--- config.mk ---
export PLATFORM = sky130hd
export DESIGN_NAME = serpentine_panel_pixel_mapper
export DESIGN_NICKNAME = d
export VERILOG_FILES = /design/src/design/spm_pkg.sv /design/src/design/spm_cfg.sv /design/src/design/spm_div_step.sv /design/src/design/serpentine_panel_pixel_mapper.sv
export SDC_FILE = /design/constraint.sdc
export NUM_CORES = 1
export LEC_CHECK = 0
export ABC_AREA = 1
export BUFFER_PORTS_ARGS = -buffer_cell sky130_fd_sc_hd__buf_2
export CAP_MARGIN = 20
export CELL_PAD_IN_SITES_DETAIL_PLACEMENT = 1
export CELL_PAD_IN_SITES_GLOBAL_PLACEMENT = 1
export CORE_UTILIZATION = 48
export CTS_BUF_LIST = sky130_fd_sc_hd__clkbuf_16
export DETAILED_ROUTE_END_ITERATION = 8
export GPL_ROUTABILITY_DRIVEN = 1
export GPL_TIMING_DRIVEN = 0
export PLACE_DENSITY_LB_ADDON = 0.25
export SETUP_SLACK_MARGIN = 0.3
export SYNTH_ARGS = -nofsm -noshare
export SYNTH_HDL_FRONTEND = slang
export SYNTH_SLANG_ARGS = --single-unit
--- constraint.sdc ---
create_clock -name clk -period 6.8 [get_ports clk]
set_input_delay 0.68 -clock clk [delete_from_list [all_inputs] [get_ports clk]]
set_output_delay 0.68 -clock clk [all_outputs]
set_load 0.01 [all_outputs]
--- src/design/spm_pkg.sv ---
`default_nettype none

package spm_pkg;

	// magnitude of a non-negative 12-bit coordinate
	localparam int unsigned REM_W = 11;
	// panel index along one axis, always below a 5-bit register value
	localparam int unsigned QUO_W = 5;
	localparam int unsigned ORDER_W = 10;

	typedef enum logic [1:0] {
		REG_PNL_W          = 2'd0,
		REG_PNL_H          = 2'd1,
		REG_PANEL_ROWS     = 2'd2,
		REG_PANELS_PER_ROW = 2'd3
	} cfg_reg_t;

	typedef struct packed {
		logic [7:0] pnl_w;
		logic [7:0] pnl_h;
		logic [4:0] panel_rows;
		logic [4:0] panels_per_row;
	} cfg_t;

	typedef struct packed {
		logic signed [11:0] pixel_x;
		logic signed [11:0] pixel_y;
		logic [7:0]         red_in;
		logic [7:0]         green_in;
		logic [7:0]         blue_in;
	} pixel_t;

	typedef struct packed {
		logic [14:0] chain_x;
		logic [6:0]  chain_y;
		logic [7:0]  red_out;
		logic [7:0]  green_out;
		logic [7:0]  blue_out;
	} chain_t;

	typedef struct packed {
		logic [7:0] red;
		logic [7:0] green;
		logic [7:0] blue;
	} colour_t;

endpackage

`default_nettype wire

--- src/design/spm_cfg.sv ---
`default_nettype none

module spm_cfg (
	input  wire logic         clk,
	input  wire logic         arst_n,
	input  wire logic         psel,
	input  wire logic         penable,
	input  wire logic         pwrite,
	input  wire logic [3:0]   paddr,
	input  wire logic [31:0]  pwdata,
	output logic [31:0]       prdata,
	output logic              pready,
	output spm_pkg::cfg_t     cfg
);

	spm_pkg::cfg_t    cfg_q;
	spm_pkg::cfg_reg_t reg_sel;
	logic             wr_en;

	assign pready  = 1'b1;
	assign reg_sel = spm_pkg::cfg_reg_t'(paddr[3:2]);
	assign wr_en   = psel & penable & pwrite;
	assign cfg     = cfg_q;

	always_ff @(posedge clk or negedge arst_n) begin
		if (!arst_n) begin
			cfg_q.pnl_w          <= 8'd32;
			cfg_q.pnl_h          <= 8'd32;
			cfg_q.panel_rows     <= 5'd1;
			cfg_q.panels_per_row <= 5'd1;
		end else if (wr_en) begin
			unique case (reg_sel)
				spm_pkg::REG_PNL_W:          cfg_q.pnl_w          <= pwdata[7:0];
				spm_pkg::REG_PNL_H:          cfg_q.pnl_h          <= pwdata[7:0];
				spm_pkg::REG_PANEL_ROWS:     cfg_q.panel_rows     <= pwdata[4:0];
				spm_pkg::REG_PANELS_PER_ROW: cfg_q.panels_per_row <= pwdata[4:0];
			endcase
		end
	end

	always_comb begin
		unique case (reg_sel)
			spm_pkg::REG_PNL_W:          prdata = {24'd0, cfg_q.pnl_w};
			spm_pkg::REG_PNL_H:          prdata = {24'd0, cfg_q.pnl_h};
			spm_pkg::REG_PANEL_ROWS:     prdata = {27'd0, cfg_q.panel_rows};
			spm_pkg::REG_PANELS_PER_ROW: prdata = {27'd0, cfg_q.panels_per_row};
		endcase
	end

endmodule

`default_nettype wire

--- src/design/spm_div_step.sv ---
`default_nettype none

// one restoring division step: quotient bit BIT_POS
module spm_div_step #(
	parameter int unsigned BIT_POS = 0
) (
	input  wire logic [spm_pkg::REM_W-1:0] rem,
	input  wire logic [spm_pkg::QUO_W-1:0] quo,
	input  wire logic [7:0]                divisor,
	output logic [spm_pkg::REM_W-1:0]      rem_next,
	output logic [spm_pkg::QUO_W-1:0]      quo_next
);

	localparam int unsigned SH_W = 8 + spm_pkg::QUO_W - 1;

	logic [SH_W-1:0] shifted;
	logic            take;

	assign shifted  = SH_W'(divisor) << BIT_POS;
	assign take     = SH_W'(rem) >= shifted;
	// shifted fits the remainder width whenever take is set
	assign rem_next = take ? (rem - shifted[spm_pkg::REM_W-1:0]) : rem;
	assign quo_next = quo | (spm_pkg::QUO_W'(take) << BIT_POS);

endmodule

`default_nettype wire

--- src/design/serpentine_panel_pixel_mapper.sv ---
// serpentine_panel_pixel_mapper: virtual canvas pixel to serpentine panel chain position
// five register stages from pixel transaction to chain transaction
// throughput: one pixel per cycle; each stage advances when it is empty or its successor moves
// off-canvas pixels are dropped in stage 1 and give no chain transaction
// reset: valid bits clear, registers return to 32x32 panels, one row of one panel
`default_nettype none

module serpentine_panel_pixel_mapper (
	input  wire logic           clk,
	input  wire logic           arst_n,
	// pixel channel
	input  wire logic           pixel_valid,
	output logic                pixel_stall,
	input  wire spm_pkg::pixel_t pixel,
	// chain channel
	output logic                chain_valid,
	input  wire logic           chain_stall,
	output spm_pkg::chain_t     chain,
	// register port
	input  wire logic           psel,
	input  wire logic           penable,
	input  wire logic           pwrite,
	input  wire logic [3:0]     paddr,
	input  wire logic [31:0]    pwdata,
	output logic [31:0]         prdata,
	output logic                pready
);

	localparam int unsigned RW = spm_pkg::REM_W;
	localparam int unsigned QW = spm_pkg::QUO_W;
	localparam int unsigned OW = spm_pkg::ORDER_W;

	spm_pkg::cfg_t cfg;

	spm_cfg u_cfg (
		.clk     (clk),
		.arst_n  (arst_n),
		.psel    (psel),
		.penable (penable),
		.pwrite  (pwrite),
		.paddr   (paddr),
		.pwdata  (pwdata),
		.prdata  (prdata),
		.pready  (pready),
		.cfg     (cfg)
	);

	// per-stage advance: a stage loads when it is empty or its content moves on
	logic valid_s1, valid_s2, valid_s3, valid_s4, valid_s5;
	logic adv_s1, adv_s2, adv_s3, adv_s4, adv_s5;

	assign adv_s5 = !valid_s5 || !chain_stall;
	assign adv_s4 = !valid_s4 || adv_s5;
	assign adv_s3 = !valid_s3 || adv_s4;
	assign adv_s2 = !valid_s2 || adv_s3;
	assign adv_s1 = !valid_s1 || adv_s2;

	assign pixel_stall = !adv_s1;

	// ---------------- stage 1: canvas bounds check ----------------
	// canvas size is at most 31 * 255, so 13 bits cover it
	logic [12:0] canvas_w, canvas_h;
	logic        on_canvas;

	assign canvas_w = 13'(cfg.panels_per_row * cfg.pnl_w);
	assign canvas_h = 13'(cfg.panel_rows * cfg.pnl_h);
	// a negative coordinate fails through its sign bit; a zero register gives an empty canvas
	assign on_canvas = !pixel.pixel_x[11] && !pixel.pixel_y[11]
		&& (13'(pixel.pixel_x[RW-1:0]) < canvas_w)
		&& (13'(pixel.pixel_y[RW-1:0]) < canvas_h);

	logic [RW-1:0]     x_s1, y_s1;
	spm_pkg::colour_t  col_s1;

	always_ff @(posedge clk or negedge arst_n) begin
		if (!arst_n) begin
			valid_s1 <= 1'b0;
		end else if (adv_s1) begin
			valid_s1 <= pixel_valid && on_canvas;
		end
	end

	always_ff @(posedge clk) begin
		if (adv_s1 && pixel_valid) begin
			x_s1         <= pixel.pixel_x[RW-1:0];
			y_s1         <= pixel.pixel_y[RW-1:0];
			col_s1.red   <= pixel.red_in;
			col_s1.green <= pixel.green_in;
			col_s1.blue  <= pixel.blue_in;
		end
	end

	// ---------------- stage 2: upper two quotient bits ----------------
	// the quotient is the panel index, below panels_per_row or panel_rows, so five bits do
	logic [RW-1:0] xr4, xr3, yr4, yr3;
	logic [QW-1:0] xq4, xq3, yq4, yq3;

	spm_div_step #(.BIT_POS(4)) u_x4 (
		.rem(x_s1), .quo('0), .divisor(cfg.pnl_w), .rem_next(xr4), .quo_next(xq4)
	);
	spm_div_step #(.BIT_POS(3)) u_x3 (
		.rem(xr4), .quo(xq4), .divisor(cfg.pnl_w), .rem_next(xr3), .quo_next(xq3)
	);
	spm_div_step #(.BIT_POS(4)) u_y4 (
		.rem(y_s1), .quo('0), .divisor(cfg.pnl_h), .rem_next(yr4), .quo_next(yq4)
	);
	spm_div_step #(.BIT_POS(3)) u_y3 (
		.rem(yr4), .quo(yq4), .divisor(cfg.pnl_h), .rem_next(yr3), .quo_next(yq3)
	);

	logic [RW-1:0]    xr_s2, yr_s2;
	logic [QW-1:0]    xq_s2, yq_s2;
	spm_pkg::colour_t col_s2;

	always_ff @(posedge clk or negedge arst_n) begin
		if (!arst_n) begin
			valid_s2 <= 1'b0;
		end else if (adv_s2) begin
			valid_s2 <= valid_s1;
		end
	end

	always_ff @(posedge clk) begin
		if (adv_s2 && valid_s1) begin
			xr_s2  <= xr3;
			xq_s2  <= xq3;
			yr_s2  <= yr3;
			yq_s2  <= yq3;
			col_s2 <= col_s1;
		end
	end

	// ---------------- stage 3: lower three quotient bits ----------------
	logic [RW-1:0] xr2, xr1, xr0, yr2, yr1, yr0;
	logic [QW-1:0] xq2, xq1, xq0, yq2, yq1, yq0;

	spm_div_step #(.BIT_POS(2)) u_x2 (
		.rem(xr_s2), .quo(xq_s2), .divisor(cfg.pnl_w), .rem_next(xr2), .quo_next(xq2)
	);
	spm_div_step #(.BIT_POS(1)) u_x1 (
		.rem(xr2), .quo(xq2), .divisor(cfg.pnl_w), .rem_next(xr1), .quo_next(xq1)
	);
	spm_div_step #(.BIT_POS(0)) u_x0 (
		.rem(xr1), .quo(xq1), .divisor(cfg.pnl_w), .rem_next(xr0), .quo_next(xq0)
	);
	spm_div_step #(.BIT_POS(2)) u_y2 (
		.rem(yr_s2), .quo(yq_s2), .divisor(cfg.pnl_h), .rem_next(yr2), .quo_next(yq2)
	);
	spm_div_step #(.BIT_POS(1)) u_y1 (
		.rem(yr2), .quo(yq2), .divisor(cfg.pnl_h), .rem_next(yr1), .quo_next(yq1)
	);
	spm_div_step #(.BIT_POS(0)) u_y0 (
		.rem(yr1), .quo(yq1), .divisor(cfg.pnl_h), .rem_next(yr0), .quo_next(yq0)
	);

	// remainders are below the 8-bit divisors
	logic [7:0]       px_s3, py_s3;
	logic [QW-1:0]    pcol_s3, prow_s3;
	spm_pkg::colour_t col_s3;

	always_ff @(posedge clk or negedge arst_n) begin
		if (!arst_n) begin
			valid_s3 <= 1'b0;
		end else if (adv_s3) begin
			valid_s3 <= valid_s2;
		end
	end

	always_ff @(posedge clk) begin
		if (adv_s3 && valid_s2) begin
			px_s3   <= xr0[7:0];
			py_s3   <= yr0[7:0];
			pcol_s3 <= xq0;
			prow_s3 <= yq0;
			col_s3  <= col_s2;
		end
	end

	// ---------------- stage 4: serpentine order and panel rotation ----------------
	logic          odd_row;
	logic [OW-1:0] row_base;
	logic [QW-1:0] col_in_row;
	logic [OW-1:0] order_d;
	logic [7:0]    px_d, py_d;

	assign odd_row    = prow_s3[0];
	// at most 30 * 31 + 30, inside ten bits
	assign row_base   = OW'(prow_s3 * cfg.panels_per_row);
	// odd rows run right to left; the column index is always below panels_per_row
	assign col_in_row = odd_row ? (cfg.panels_per_row - 5'd1 - pcol_s3) : pcol_s3;
	assign order_d    = row_base + OW'(col_in_row);
	// odd rows hold panels turned half a turn
	assign px_d       = odd_row ? (cfg.pnl_w - 8'd1 - px_s3) : px_s3;
	assign py_d       = odd_row ? (cfg.pnl_h - 8'd1 - py_s3) : py_s3;

	logic [OW-1:0]    order_s4;
	logic [7:0]       px_s4, py_s4;
	spm_pkg::colour_t col_s4;

	always_ff @(posedge clk or negedge arst_n) begin
		if (!arst_n) begin
			valid_s4 <= 1'b0;
		end else if (adv_s4) begin
			valid_s4 <= valid_s3;
		end
	end

	always_ff @(posedge clk) begin
		if (adv_s4 && valid_s3) begin
			order_s4 <= order_d;
			px_s4    <= px_d;
			py_s4    <= py_d;
			col_s4   <= col_s3;
		end
	end

	// ---------------- stage 5: chain column, output register ----------------
	logic [14:0] chain_x_d;

	// wraps to 15 bits, reachable once pnl_w times the panel count exceeds 32768
	assign chain_x_d = 15'(cfg.pnl_w * order_s4) + 15'(px_s4);

	spm_pkg::chain_t chain_s5;

	always_ff @(posedge clk or negedge arst_n) begin
		if (!arst_n) begin
			valid_s5 <= 1'b0;
		end else if (adv_s5) begin
			valid_s5 <= valid_s4;
		end
	end

	always_ff @(posedge clk) begin
		if (adv_s5 && valid_s4) begin
			chain_s5.chain_x   <= chain_x_d;
			chain_s5.chain_y   <= py_s4[6:0];
			chain_s5.red_out   <= col_s4.red;
			chain_s5.green_out <= col_s4.green;
			chain_s5.blue_out  <= col_s4.blue;
		end
	end

	assign chain_valid = valid_s5;
	assign chain       = chain_s5;

endmodule

`default_nettype wire
==> results.txt, run 1 <==
The relative area change from synthesis to final layout is 12.52%. In this run the remaining antenna-violating nets after routing total 0. The number of antenna violations at the first check in global routing came out at 3.

The number of detailed-routing iterations run before antenna repair came out at 5. The area of the die is 43650 µm². The average instance in the mapped netlist occupies 9.111 µm². The total negative slack for setup checks is 0 ns. The core occupancy in the finished layout came out at 54.89%. In this design, the critical path's most frequently occurring cell is sky130_fd_sc_hd__nand2_1. For this run, the post-layout net count is approximately 2900.

Counting the fill cells in the layout gives 4937. The total power after layout came out at 9.495 mW. The flow ran to the end, and the final reports show no timing, DRC or antenna violations. The static leakage power is 11.43 nW. In the final routed layout, each cell accounts on average for 18.78 µm. Among all flip-flop cells after synthesis, the most frequent one is sky130_fd_sc_hd__edfxtp_1. The compound-gate portion of the synthesized area came out at 6.763%.

The via count of the first global-routing pass is 17560. Registers take 7989 µm². The congestion estimate from routability-driven global placement came to about 0.84. The first-pass GRT wire length came out at 90810 µm. The cell area that synthesis handed to floorplanning was 20550 µm².

Counting flops with a built-in enable in the synthesized netlist gives 240. The worst slew margin relative to its limit came out at 40.39%. The setup clock skew after layout is approximately 0.015 ns. Global routing used 26.65% of the available tracks across all layers. Synthesis produced a netlist whose cell count is 2256.

The combinational fraction of design power came out at between 50% and 60%. The async set-or-reset flop fraction in the synthesized netlist came out at 11.44%. The number of cells on the worst reg-to-reg path is 29.

The cell type contributing the most total cell area after synthesis is sky130_fd_sc_hd__edfxtp_1. Of the total power, registers draw 24.2%. The fraction of the mapped netlist area in adder cells came out at 23.81%. The count of input and output buffers came out at 120. The clock-pin transition on the worst setup and hold timing paths is roughly 0.06 ns.

The reported max-cap violation count came out at 0. The transition time at the pin with the least slew margin is between 0.8 and 0.9 ns. In this run the worst path has a maximum fanout of 10. The width of the chip is 208.9 µm.

The detailed router's first-iteration violation count came out at 698. The combinational family with the most area after synthesis is adder cells. The starting utilization of the core area is 48.78%. After synthesis, flip-flops and latches occupy around 39% of the total area.

The total half-perimeter wirelength after legalization and detailed placement came out at 44120 µm. The total detailed-routing wirelength is 56580 µm. Of the cells placed in the final design, the portion with a size suffix greater than 1 is 11.30%. The share of synthesized cell area in and, or, nand and nor gates came out at 16.89%.

The deepest clock path buffer count came out at 3. The category of the worst setup path launch point is a register. The power density normalized to cell area came out at 410.5 nW/µm². The routed design could run at a clock period as short as 6.082 ns.

The initialized floorplan defines between 70 and 80 standard-cell rows. The final count of pins violating max slew came to 0. The worst hold path belongs to the class in2async.

The height of the die is 208.9 µm. The TritonCTS clock tree is built. Counting every sink on the clock net gives 271. Across the VDD grid, the largest voltage drop is 0.2212 mV. The share of the cycle needed by the critical path after routing came out at 89.44%. Setup repair after global routing could not meet its margin everywhere.

The peak clock frequency supported by timing came out at between 150 and 200 MHz. The arrival time at the worst endpoint is between 6 and 7 ns. The count of hold-fix buffers inserted at cts is 0.

STA classifies the critical path endpoint as a register. The total overflow left after global routing is 0. The total net switching power is 4.301 mW.

The clock root buffer is sky130_fd_sc_hd__clkbuf_16. Entering global routing, the biggest net connects 32 pins. CTS built an H-tree with a depth of 1. The clock latency on the worst-skew pair came out at 0.60 ns. The combined area of the multi-input logic cells is 10700 µm².

In this design, the stage delay of the slowest critical-path cell is 0.38 ns. The xor/xnor cell area share of the yosys netlist came out at 3.963%. The count of synthesis-stage warnings from yosys came out at 0. The internal power came out at 5.194 mW. The cell with the biggest individual delay on the critical path is sky130_fd_sc_hd__ha_1. Ranked by total cell area, the synthesized netlist is headed by sky130_fd_sc_hd__edfxtp_1 35%, sky130_fd_sc_hd__ha_1 12%, sky130_fd_sc_hd__fa_1 11%, sky130_fd_sc_hd__nand2_1 10%, sky130_fd_sc_hd__inv_1 7.5%. The final-report hold violation count came out at 0. The share of synthesized area in the top cell type comes to about a third.

The total via count after detailed routing is approximately 16000. The number of endpoints failing setup at the final stage is 0. The relative contribution of the clock network to total power is between 15 and 20%. The start-to-end type of the worst setup path is reg2reg. The number of primary I/O pins came out at 172. After detailed routing, the number of remaining DRC violations is 0.

The mean number of vias per cell is roughly 5.3. Measured against the total synthesized area, the mux share comes to 0%. Data on the critical path is required at its endpoint by 7.14 ns. The synthesized design contains 271 register bits.

The number of buffers created by CTS is 29. The proportion of total power due to net switching is a little under half. The unique cell type count in the Yosys netlist is 53.

In this run the standard cell core region covers 42130 µm².
-- registers in the layout, indices dropped and copies added (netlist names), 2 cells and up --
name and flops:
yr_s2 11, col_s2 24, xq_s2 2, prow_s3 5, u_cfg.cfg 26, px_s4 8
xr_s2 11, col_s3 24, py_s3 7, x_s1 11, order_s4 10, chain 46
px_s3 8, yq_s2 2, py_s4 7, col_s4 24, y_s1 11, col_s1 24
pcol_s3 5
-- kinds of logic (layout without fill, tap and decap cells) --
family / count (synthesis) / after routing
xor+xnor: 93 / 93
compound gates: 253 / 253
fa+ha+maj: 321 / 321
buf+inv: 500 / 691
other cells: 2 / 28
flops: 271 / 271
simple gates: 816 / 816
-- final timing paths --
check | from | end | slack [ns]
max in group asynchronous | arst_n | u_cfg.cfg[11]$_DFFE_PN0P_ | 6.07
worst min register to register | py_s4[4]$_DFFE_PP_ | chain[28]$_DFFE_PP_ | 0.42
worst max register to register | u_cfg.cfg[16]$_DFFE_PN0P_ | py_s3[2]$_DFFE_PP_ | 0.72
min in group clk | pixel[5] | col_s1[5]$_DFFE_PP_ | 0.26
worst max-delay path | u_cfg.cfg[16]$_DFFE_PN0P_ | py_s3[2]$_DFFE_PP_ | 0.72
worst min-delay path | arst_n | valid_s4$_DFFE_PN0P_ | 0.17
-- cell type report --
type                            instances  share of cell area (%)
Multi-Input combinational cell       1508                   46.24
Sequential cell                       271                   34.54
Inverter                              422                   6.897
Timing Repair Buffer                  137                   3.506
Clock buffer                           29                   3.138
Tap cell                              539                   2.916
Buffer                                 78                   1.834
Clock inverter                         25                  0.8926
Antenna cell                            3                 0.03246
-- per-stage QoR --
step	std cells	area [µm²]	hold slack, ns	setup slack (ns)
3_5_place_dp	2944	22070	0.4061	-0.1187
5_1_grt	3010	23120	0.2123	0.2772
3_3_place_gp	2938	21920	0.4003	-0.03268
6_report	3012	23130	0.1742	0.7178
4_1_cts	3000	23030	0.1663	0.3700
2_1_floorplan	2279	20640	0.3844	1.669
-- synthesized netlist by cell type, types with 7 or more instances --
cell	instances
sky130_fd_sc_hd__clkbuf_1	46
sky130_fd_sc_hd__inv_2	9
sky130_fd_sc_hd__o22ai_1	8
sky130_fd_sc_hd__edfxtp_1	240
sky130_fd_sc_hd__nand3b_1	7
sky130_fd_sc_hd__o21ai_0	98
sky130_fd_sc_hd__inv_1	413
sky130_fd_sc_hd__fa_1	117
sky130_fd_sc_hd__nor2_2	7
sky130_fd_sc_hd__nand4_1	14
sky130_fd_sc_hd__nand3_1	80
sky130_fd_sc_hd__dfrtp_1	27
sky130_fd_sc_hd__ha_1	204
sky130_fd_sc_hd__xnor2_1	39
sky130_fd_sc_hd__nor2_1	85
sky130_fd_sc_hd__a21o_1	8
sky130_fd_sc_hd__xor2_1	54
sky130_fd_sc_hd__nand2_1	571
sky130_fd_sc_hd__nor3_1	17
sky130_fd_sc_hd__a21oi_1	99
sky130_fd_sc_hd__buf_4	25
sky130_fd_sc_hd__nand2_2	11
-- layer usage --
metal	share of wire [%]	wire, µm	vias to the layer above	global-route usage (%)
met3	4.3	2424	108	3.998
met5	0	0	-	0
met4	3.2	1837	0	10.27
met1	40	22780	7902	31.23
li1	-	-	7576	-
met2	52	29540	297	48.85
-- power groups by stage --
| stage | Sequential [mW] | Combinational, mW | Clock, mW |
|---|---|---|---|
| floorplan | 2.29 | 4.15 | 0 |
| global placement | 2.33 | 5.21 | 0 |
| detailed placement | 2.33 | 5.53 | 0 |
| CTS | 2.30 | 5.59 | 1.61 |
| global route | 2.31 | 6.39 | 1.67 |
| finish | 2.30 | 5.62 | 1.58 |
-- cell usage in the layout, fill, tap and decap left out, types with 8 or more instances in the layout --
| cell | instances |
|---|---|
| sky130_fd_sc_hd__xor2_1 | 54 |
| sky130_fd_sc_hd__dfrtp_1 | 26 |
| sky130_fd_sc_hd__nand2_2 | 11 |
| sky130_fd_sc_hd__o22ai_1 | 8 |
| sky130_fd_sc_hd__o21ai_0 | 95 |
| sky130_fd_sc_hd__ha_1 | 204 |
| sky130_fd_sc_hd__o21ai_1 | 8 |
| sky130_fd_sc_hd__buf_4 | 36 |
| sky130_fd_sc_hd__nand4_1 | 14 |
| sky130_fd_sc_hd__nor3_1 | 16 |
| sky130_fd_sc_hd__edfxtp_1 | 240 |
| sky130_fd_sc_hd__fa_1 | 117 |
| sky130_fd_sc_hd__buf_2 | 124 |
| sky130_fd_sc_hd__xnor2_1 | 39 |
| sky130_fd_sc_hd__clkbuf_1 | 37 |
| sky130_fd_sc_hd__inv_2 | 11 |
| sky130_fd_sc_hd__clkbuf_16 | 29 |
| sky130_fd_sc_hd__a21o_1 | 8 |
| sky130_fd_sc_hd__nor2_1 | 83 |
| sky130_fd_sc_hd__nand3_1 | 80 |
| sky130_fd_sc_hd__a21oi_1 | 98 |
| sky130_fd_sc_hd__inv_1 | 416 |
| sky130_fd_sc_hd__nand2_1 | 571 |
| sky130_fd_sc_hd__conb_1 | 25 |
-- worst max-delay path, delay by kind of cell (launching register included) --
| kind | cells | cell delay (ns) |
|---|---|---|
| AND/OR/NAND/NOR | 16 | 1.98 |
| AO/OA/AOI/OAI | 7 | 1.58 |
| adder cells (fa/ha/maj) | 3 | 1.11 |
| buffers and inverters | 3 | 0.83 |
| flip-flops | 1 | 0.36 |
-- timing repair --
action	CTS	global route
endpoints found under the setup margin	16	17
gates resized for setup	8	19
buffers inserted	2	9
pin swaps	0	1
Note: power is estimated with default switching activity, not from simulation.
==> inputs of run 2 (changes only) <==
CORE_UTILIZATION = 51   (was 48)
clock period = 7.57 ns   (was 6.8 ns; I/O delays follow)
==> run 2 against run 1 <==
Utilization increased by 3.0 points. Via count is 1.5% higher. Worst setup slack improved by 0.15 ns. Non-clock buffer count is 11 lower. Highest routed layer unchanged. Sequential cell count unchanged. Power is 11% lower. Maximum frequency decreased by 9.2%. First-iteration DRC count rose by 2.3%. Cell count down 0.73%. Hold slack gained 0.059 ns.
==> results.txt, run 2 (synthesis results as in run 1) <==
In the layout the commonest cells are 571 x sky130_fd_sc_hd__nand2_1, 414 x sky130_fd_sc_hd__inv_1, 240 x sky130_fd_sc_hd__edfxtp_1, 204 x sky130_fd_sc_hd__ha_1, 123 x sky130_fd_sc_hd__buf_2. In this run the worst hold path is classified as in2async. Row generation in the floorplan step produced 73 rows. At the worst endpoint, the required time is 7.91 ns.

The aggregate global-route resource usage came out at between 20 and 30%. The combined area of the multi-input logic cells came out at 10690 µm². The share of the cycle needed by the critical path after routing came out at 88.51%. In this run the vertical extent of the chip is between 200 and 250 µm. The total half-perimeter wirelength after legalization and detailed placement came out at ~45000 µm.

The number of endpoints failing setup at the final stage is 0. The number of antenna violations at the first check in global routing came out at 5. The tool flagged a number of max-cap violations equal to 0. The width of the chip is 202.8 µm.

The filler cells instantiated in the layout total 4698. The final net count is 2848. The mean number of vias per cell is 5.390. Buffers placed on the I/O ports in this run total 120. The longest clock path from root to sink contains 3 buffers. In this run the number of H-tree levels came out at 1. The starting utilization of the core area came out at between 50% and 60%. The clock-pin transition on the worst setup and hold timing paths is 0.07 ns. The number of buffers created by CTS came out at 29. The setup path with the least slack is of type reg2reg. The transition time at the pin with the least slew margin came out at 0.8644 ns. The static leakage power came out at between 10 and 15 nW. The number of remaining DRC errors is 0.

Counting both buffers and inverters, the worst setup path holds a total of 6. The post-CTS setup repair buffer count is 0. The congestion estimate from routability-driven global placement came to 0.8641.

The floorplan step defined a die boundary enclosing ~40000 µm². The relative area change from synthesis to final layout is 11.86%. The final count of pins violating max slew came to 0. The shortest period the worst path allows is between 6 and 7 ns. The largest fanout of any net on the critical path came out at 10. The clock root buffer is sky130_fd_sc_hd__clkbuf_16. The cell with the biggest individual delay on the critical path is sky130_fd_sc_hd__clkbuf_1. The cell that appears most often on the critical path is sky130_fd_sc_hd__nand2_1. The flip-flop count of the largest register after layout came out at 46. The detailed router's first-iteration violation count came out at 714. The total via count after detailed routing came out at about 16000. The remaining antenna violation count came out at 0. The worst supply voltage drop on vdd came out at between 0.15 and 0.2 mV.

The first TritonRoute pass finished after 5 iterations. Setup repair after global routing left no endpoint under its margin. The clock latency on the worst-skew pair is 0.60 ns. The worst setup path is launched from a register. The total power after layout came out at 8.496 mW. The setup clock skew after layout is 0.01452 ns. Measured against its own limit, the worst slew margin works out to 42.24%. The first-pass GRT wire length is 92730 µm. The number of primary I/O pins is 172. The average wire length per cell after detail routing is 19.44 µm. The peak clock frequency supported by timing came out at 149.2 MHz. The flow ran to the end, and the final reports show no timing, DRC or antenna violations. The region available for standard cell placement spans slightly below 40000 µm². The final-report hold violation count came out at 0. The kind of cell with the highest combined delay along the critical path is simple AND/OR/NAND/NOR gates.

The pin count of the biggest net entering global routing is 40. The via count of the first global-routing pass is 17940. The storage element area came out at 7988 µm². The total detailed-routing wirelength is 58110 µm. The total overflow left after global routing is 0.

STA classifies the critical path endpoint as a register. The total negative slack for setup checks is 0 ns. The most frequent standard cell in the layout excluding fill and tap cells is sky130_fd_sc_hd__nand2_1. Clock tree synthesis found a total of 271 sinks. TritonCTS built the clock tree.

In the final layout, the share of cells above drive strength 1 is a little over a tenth. At the worst endpoint, the arrival time is ~7 ns. The power density normalized to cell area came out at 369.5 nW/µm². The biggest cell delay along the critical path is around 0.57 ns.
## run 2: changes by cell type in the layout (fill, tap and decap cells not counted), moves of 3 or more
| cell | before | now |
|---|---|---|
| sky130_fd_sc_hd__buf_4 | 36 | 25 |
| sky130_fd_sc_hd__clkbuf_1 | 37 | 43 |
| sky130_fd_sc_hd__clkinv_1 | 7 | 2 |
| sky130_fd_sc_hd__bufinv_16 | 3 | 0 |
| sky130_fd_sc_hd__clkbuf_4 | 3 | 0 |
| sky130_fd_sc_hd__clkinv_2 | 3 | 6 |
| sky130_fd_sc_hd__diode_2 | 3 | 6 |
| sky130_fd_sc_hd__inv_2 | 11 | 14 |
| sky130_fd_sc_hd__o21ai_0 | 95 | 98 |
| sky130_fd_sc_hd__o21ai_1 | 8 | 5 |
## run 2: power by group
| part | internal [mW] | switching (mW) | total [mW] |
|---|---|---|---|
| combinational | 1.87 | 3.17 | 5.04 |
| sequential | 1.97 | 0.0983 | 2.06 |
| clock | 0.748 | 0.646 | 1.39 |
## run 2: what timing repair did
item	CTS	global route
hold buffers	0	0
gates resized for setup	0	6
endpoints found under the setup margin	0	9
## run 2: worst reg2reg max path, delay by kind of cell (launching register included)
family          cells  cell delay [ns]
buf+inv             6             1.63
compound gates      5             0.73
simple gates       20             2.54
flops               1             0.41
fa+ha+maj           3             1.15
## run 2: worst paths after layout
kind | start | to | slack, ns | cells past startpoint
max reg2reg | u_cfg.cfg[21]$_DFFE_PN0P_ | px_s3[7]$_DFFE_PP_ | 0.87 | 34
max in group asynchronous | arst_n | u_cfg.cfg[1]$_DFFE_PN0P_ | 6.83 | 1
max | u_cfg.cfg[21]$_DFFE_PN0P_ | px_s3[7]$_DFFE_PP_ | 0.87 | 34
min | arst_n | valid_s4$_DFFE_PN0P_ | 0.23 | 1
min in group clk | pixel[3] | col_s1[3]$_DFFE_PP_ | 0.33 | 1
min reg2reg | py_s4[4]$_DFFE_PP_ | chain[28]$_DFFE_PP_ | 0.42 | 0
## run 2: layer usage
metal	routed length [µm]	part of all wire [%]	GRT usage (%)	up-vias
li1	-	-	-	7577
met1	22650	39	33.10	7973
met2	30230	52	52.70	404
met3	2427	4.2	4.045	162
met4	2805	4.8	14.88	0
met5	0	0	0	-
## run 2: final cells by class
cell class,count,area share [%]
diodes,6,0.06530
inverters,422,6.889
multi-input cells,1508,46.50
well taps,525,2.857
clock inverters,23,0.6313
clock buffers,31,3.374
plain buffers,78,1.779
repair buffers,126,3.167
flip-flops and latches,271,34.74
## run 2: per-stage QoR
step	area (µm²)	util (%)	instances	hold slack (ns)	setup slack, ns
6_report	22990	57.87	2990	0.2329	0.8695
5_1_grt	22980	57.85	2987	0.2960	0.3637
4_1_cts	22970	57.82	2984	0.2500	0.5904
3_5_place_dp	22050	55.50	2930	0.4056	0.6072
3_3_place_gp	21900	55.12	2924	0.4000	0.7230
2_1_floorplan	20640	-	2279	0.4003	2.439
